--- config.mk ---
export PLATFORM = sky130hd
export DESIGN_NAME = fbc_ctrl
export DESIGN_NICKNAME = d
export VERILOG_FILES = /design/src/sv/fbc_pkg.sv /design/src/sv/fbc_ctrl.sv
export SDC_FILE = /design/constraint.sdc
export NUM_CORES = 1
export LEC_CHECK = 0
export BUFFER_PORTS_ARGS = -buffer_cell sky130_fd_sc_hd__buf_4
export CELL_PAD_IN_SITES_DETAIL_PLACEMENT = 1
export CELL_PAD_IN_SITES_GLOBAL_PLACEMENT = 2
export CORE_MARGIN = 5
export CORE_UTILIZATION = 26
export CTS_CLUSTER_DIAMETER = 120
export DETAILED_ROUTE_END_ITERATION = 10
export PLACE_DENSITY_LB_ADDON = 0.08
export SYNTH_ARGS = -nofsm -noshare
export SYNTH_HDL_FRONTEND = slang
export SYNTH_SLANG_ARGS = --single-unit
--- constraint.sdc ---
create_clock -name clk -period 1.8 [get_ports clk]
set_clock_uncertainty 0.05 [all_clocks]
set_input_delay 0.09 -clock clk [delete_from_list [all_inputs] [get_ports clk]]
set_output_delay 0.09 -clock clk [all_outputs]
set_load 0.02 [all_outputs]
--- src/sv/fbc_pkg.sv ---
`default_nettype none
// ----------------------------------------------------------------------------
// fbc_pkg
// shared types and codes of the frustum box cull block
// ----------------------------------------------------------------------------
package fbc_pkg;
	typedef enum logic [1:0] {
		MODE_LOAD_MV   = 2'd0,
		MODE_LOAD_PROJ = 2'd1,
		MODE_EXTRACT   = 2'd2,
		MODE_TEST      = 2'd3
	} mode_t;

	// controller to datapath commands
	typedef struct packed {
		logic       capture;   // latch input item
		logic       load_mv;
		logic       load_proj;
		logic       clip_mac;  // one mac step of clip element
		logic       clip_clr;
		logic       clip_done; // shift, saturate and store clip element
		logic [3:0] clip_idx;
		logic [1:0] k_idx;
		logic       plane_wr;  // write plane components for pair j
		logic [1:0] pair_j;
		logic       test_clr;
		logic       test_step; // eval plane p corners
		logic [2:0] plane_p;
	} fbc_cmd_t;

	typedef struct packed {
		logic culled;
	} fbc_sts_t;
endpackage
`default_nettype wire

--- src/sv/fbc_ctrl.sv ---
`default_nettype none
// ----------------------------------------------------------------------------
// fbc_ctrl
// sequencer for load, extract and test items
// ----------------------------------------------------------------------------
module fbc_ctrl (
	input  wire logic              clk,
	input  wire logic              arst_n,
	input  wire logic              in_valid,
	output logic                   in_ready,
	input  wire logic [1:0]        in_mode,
	output logic                   out_valid,
	input  wire logic              out_ready,
	output logic                   out_visible,
	output fbc_pkg::fbc_cmd_t      cmd,
	input  wire fbc_pkg::fbc_sts_t sts
);
	typedef enum logic [2:0] {S_IDLE, S_CLIP, S_DRAIN, S_PLANE, S_TEST, S_DONE} state_t;
	state_t     state_q;
	logic [5:0] cnt_q;
	logic       acc;

	assign in_ready = (state_q == S_IDLE) && !(out_valid && !out_ready);
	assign acc = in_valid && in_ready;

	always_comb begin
		cmd = '0;
		cmd.capture   = acc;
		cmd.load_mv   = acc && in_mode == fbc_pkg::MODE_LOAD_MV;
		cmd.load_proj = acc && in_mode == fbc_pkg::MODE_LOAD_PROJ;
		cmd.test_clr  = acc;
		cmd.clip_clr  = acc;
		cmd.clip_idx  = cnt_q[5:2];
		cmd.k_idx     = cnt_q[1:0];
		cmd.clip_mac  = state_q == S_CLIP;
		cmd.clip_done = state_q == S_CLIP && cnt_q[1:0] == 2'd3;
		cmd.plane_wr  = state_q == S_PLANE;
		cmd.pair_j    = cnt_q[1:0];
		cmd.test_step = state_q == S_TEST;
		cmd.plane_p   = cnt_q[2:0];
	end

	always_ff @(posedge clk or negedge arst_n) begin
		if (!arst_n) begin
			state_q <= S_IDLE;
			cnt_q <= '0;
			out_valid <= 1'b0;
			out_visible <= 1'b0;
		end else begin
			if (out_valid && out_ready) out_valid <= 1'b0;
			unique case (state_q)
				S_IDLE: begin
					cnt_q <= '0;
					if (acc && in_mode == fbc_pkg::MODE_EXTRACT) state_q <= S_CLIP;
					else if (acc && in_mode == fbc_pkg::MODE_TEST) state_q <= S_TEST;
				end
				S_CLIP: begin
					cnt_q <= cnt_q + 6'd1;
					if (cnt_q == 6'd63) state_q <= S_DRAIN;
				end
				S_DRAIN: begin
					cnt_q <= '0;
					state_q <= S_PLANE;
				end
				S_PLANE: begin
					cnt_q <= cnt_q + 6'd1;
					if (cnt_q[1:0] == 2'd2) state_q <= S_IDLE;
				end
				S_TEST: begin
					cnt_q <= cnt_q + 6'd1;
					if (cnt_q[2:0] == 3'd5) state_q <= S_DONE;
				end
				S_DONE: begin
					out_valid <= 1'b1;
					out_visible <= !sts.culled;
					state_q <= S_IDLE;
				end
				default: state_q <= S_IDLE;
			endcase
		end
	end
endmodule
`default_nettype wire

## Yosys cells after proc, flatten, opt, wreduce, memory -nomap -nowiden

Cells that the tools add are included.

| word-level totals | value |
|---|---|
| input port bits | 7 |
| flip-flop bits (word level) | 11 |
| output and inout bits | 23 |
| word-level logic and storage cells | 49 |

| cells by class | value |
|---|---|
| multiplexer cells | 9 |
| reduce and logical (&&, ||, !) cells | 19 |
| $add $sub $neg | 1 |
| equality and inequality tests | 16 |

Operators by type and width:

| cell | count |
|---|---|
| 3-bit two-way mux | 5 |
| 3-bit one-hot mux with 5 select lines | 1 |
| 6-bit one-hot mux with 2 select lines | 1 |
| 3-bit equality test, second input constant | 3 |
| 1-bit logical AND | 9 |
| 2-bit equality test, second input constant | 4 |
| 6-bit by 1-bit adder with 6-bit output, second input constant | 1 |
| 3-bit by 2-bit equality test with 1-bit output, second input constant | 2 |
| 6-bit equality test, second input constant | 1 |
| 2-bit by 1-bit != test with 1-bit output, second input constant | 3 |
| 4-bit AND reduction | 1 |
| 2-bit nonzero test | 2 |
| 3-bit by 1-bit equality test with 1-bit output, second input constant | 1 |
| 1-bit zero test | 3 |
| 3-bit zero test | 1 |
| 3-bit by 1-bit != test with 1-bit output, second input constant | 1 |
| 3-bit OR reduction | 1 |
| 2-bit by 1-bit equality test with 1-bit output, second input constant | 1 |
| 2-bit zero test | 1 |
| 1-bit two-way mux | 2 |
| 2-bit OR reduction | 1 |

## Logic depth before layout (Yosys ltp)

| depth | value |
|---|---|
| word-level depth | 9 |
| gate-level depth with buffers | 6 |
| gate-level depth less buffers | 6 |

## Least setup slack after synthesis

Ideal clock, no wire load.

| path | value |
|---|---|
| path kind | reg2reg |
| start point | register cnt_q[0] |
| end point | register state_q[1] |
| library setup time | 0.072 ns |
| cell stages (with the launch flop) | 6 |
| required time | 1.678 ns |
| setup slack | 0.316 ns |
| path buffers | 0 |
| arrival time | 1.362 ns |
| clock period less this slack | 1.484 ns |
| cells stage by stage | dfrtp_1 ha_1 nand4_2 nor3b_2 a22oi_1 nor2_1 |

| between the ends | value |
|---|---|
| longest elaborated chain between the ends | 3 |
| elaborated cells on any way between the ends | 7 |
| classes of those cells | eq/ne (6); reduce/logical (1) |

RTL lines:

| item | RTL line | RTL |
|---|---|---|
| start, declared | fbc_ctrl.sv:20 | `logic [5:0] cnt_q;` |
| start signal, assigned | fbc_ctrl.sv:58 | `cnt_q <= cnt_q + 6'd1;` |
| start signal, assigned | fbc_ctrl.sv:66 | `cnt_q <= cnt_q + 6'd1;` |
| start signal, assigned | fbc_ctrl.sv:70 | `cnt_q <= cnt_q + 6'd1;` |
| 6-bit equality test, or another cell as far along | fbc_ctrl.sv:59 | `if (cnt_q == 6'd63) state_q <= S_DRAIN;` |
| 2-bit by 1-bit != test with 1-bit output (no line) | - |  |
| 4-bit AND reduction (no line) * | - |  |
| end signal, assigned | fbc_ctrl.sv:59 |  |
| end signal, assigned | fbc_ctrl.sv:63 | `state_q <= S_PLANE;` |
| end signal, assigned | fbc_ctrl.sv:67 | `if (cnt_q[1:0] == 2'd2) state_q <= S_IDLE;` |
| end, declared | fbc_ctrl.sv:19 | `state_t state_q;` |

Every way passes the cells marked *; elsewhere a longest branch is shown, timed or not.
A chain may end at the register's enable or synchronous reset.

==> results.cfg <==
[power]
max-vdd-ir-drop_mv = 0.503
p_leak_nw = 0.487
power_density_nw_per_um2 = 1440

[yosys]
synth_edf_count = 0
synthCells = 82
synth_top_area_share_pct = 37.3
synthTopCellsByCount = dfrtp_1 (11), nand2_1 (10), buf_4 (9)
synth.distinct_cells = 31
yosysSeqAreaShare_pct = 37.3
ys_ff_latch = 11
synthFlopType = dfrtp_1
ys_top_cells_by_area = dfrtp_1 (37%), buf_4 (9.2%), ha_1 (5.1%)
synth.largest_area_cell = dfrtp_1
syn-num-nets = 92
postSynthAreaPerCell_um2 = 9.00
synth.most_common_cell = dfrtp_1
synth_area_um2 = 738
async_reset_ff_share_pct = 100
ys_warn_count = 0

[grt]
grt_overflow_total = 0
antenna_found_initial = 0
grt_max_degree = 14
grt_pass1_vias = 657
grt_pass1_wl_um = 3240
grtUsageTotal_pct = 10.3

[clock_network]
h-tree-depth = 1
clock_path_buffers = 2
clkSlewWorstSetupHoldPaths_ns = 0.08
cts-root-buf = clkbuf_4
clock_latency_ns = 0.27
cts_buffers = 3
clock_sinks = 11
cts_tree = built

[route]
ant_nets = 0
dr.pass1.iters = 4
wirelength_um = 1980
drc_errors = 0
num_vias = 647
routedWlPerCell_um = 14.4
drt_iter0_markers = 34
viasPerCell = 4.72

[floorplanning]
core-area_um2 = 2730
rows = 19
start_util_pct = 27.0
ioPinCount = 30
die_h_um = 63.3
die_area_um2 = 4000
die_x_um = 63.3

[layout]
final_util_pct = 34.9
drive_gt1_share_pct = 38.7
finalNetCount = 117
syn2layout_area_growth_pct = 29.2
diodes = 0
design_area_um2 = 953

[critical_path]
cp_slowest_cell = dfrtp_2
critPathRequiredTime_ns = 1.66
cp_cell_sequence = nor2_4 > nand4_2 > inv_2 > and3_1 > buf_4
cp.arrival_ns = 1.53
slowest_delay_ns = 0.51
start_kind = flip-flop
crit_type = reg -> out
crit_path_end_kind = output pin
crit_path_max_fanout = 13

[placed_design]
pre_cts_ws_ns = 0.257
dpl.hpwl_um = 1490
port-buffer-count = 29
gp_congestion = 0.690
placed_cell_area_um2 = 905

[timing]
finalCriticalPeriod_ns = 1.67
hold_viol_final = 0
relSlewSlack_pct = 76.5
final.setup.tns_ns = 0
setup_violations = 0
fmax_ghz = 0.598
worst_pin_slew_ns = 0.353
fin_crit_sh_pct = 92.9
rsz0062_at_grt = no
setup_slack_ns = 0.127
slew_violations = 0

[worst_hold_path]
min_path_type = in -> reg

[outcome]
status = finished, final reports clean

[job]
maxCapViolCount = 0
-- critical path, delay by kind of cell, from the launching register on --
kind	cells	cell delay [ns]
buf+inv	2	0.24
flops	1	0.51
simple gates	3	0.51
-- area by class of cell --
type	count	area [um^2]
clock buffer	4	26.3
fill	329	1780
inverter	6	22.5
multi-input combinational	54	350
sequential	11	278
tap	31	38.8
timing repair buffer	31	238
-- per-layer routing --
| layer | track usage, % | wire length, um | vias up |
|---|---|---|---|
| met2 | 15.0 | 918 | 22 |
| met5 | 0 | 0 | - |
| met1 | 13.7 | 893 | 303 |
| met4 | 3.90 | 19 | 0 |
| li1 | - | - | 320 |
| met3 | 3.73 | 146 | 2 |
-- placed cells by master (no fill, tap or decap), types with 2 or more instances in the layout --
master and count:
buf_4 29, nand2_1 10, dfrtp_1 9, nor2_1 6
a21oi_1 5, inv_1 4, and3_1 3, nor3_1 3
ha_1 3, clkbuf_4 3, inv_2 2, nand4_2 2
xor2_1 2, o21ai_0 2, o22ai_1 2, dlygate4sd3_1 2
dfrtp_2 2
-- per-stage QoR --
step / power [mW] / hold WS [ns] / std cells
after floorplan: 0.992 / -0.256 / 82
after CTS: 1.40 / 0.0284 / 137
after global placement: 1.21 / -0.106 / 131
after detailed placement: 1.21 / -0.104 / 131
final: 1.38 / 0.0342 / 137
after global routing: 1.48 / 0.0469 / 137
-- final timing paths --
path / start / to / slack (ns) / depth (start not counted)
max reg2reg: cnt_q[0] / state_q[1] / 0.25 / 5
min in group asynchronous: arst_n / state_q[2] / 0.14 / 2
max in group asynchronous: arst_n / state_q[0] / 1.38 / 2
min reg2reg: out_visible / out_visible / 0.46 / 2
min: in_mode[0] / state_q[2] / 0.03 / 3
max: state_q[0] / cmd[17] / 0.13 / 5
-- power breakdown --
part | switching (mW) | internal [mW]
logic | 0.440 | 0.312
registers | 0.135 | 0.309
clock network | 0.0939 | 0.0856
total | 0.669 | 0.707
-- repair_timing --
item                                    4_1_cts  5_1_grt
endpoints found under the setup margin        0        3
hold endpoints to repair                     12        0
gates resized for setup                       0        2
buffers inserted                              0        0
hold buffers                                  2        0
-- cell families after synthesis --
family	after synthesis	synth area share (%)
xor gates and xnor gates	3	3.56
and+or+nand+nor	32	24.9
DFF	11	37.3
AOI/OAI and AO/OA	16	13.9
adders and majority gates	3	5.09
buffers and inverters	17	15.3
-- registers in the layout (all words and copies together), names as in the netlist --
register     flops
state_q          3
out_visible      1
out_valid        1
cnt_q            6
Note: power is estimated with default switching activity, not from simulation.
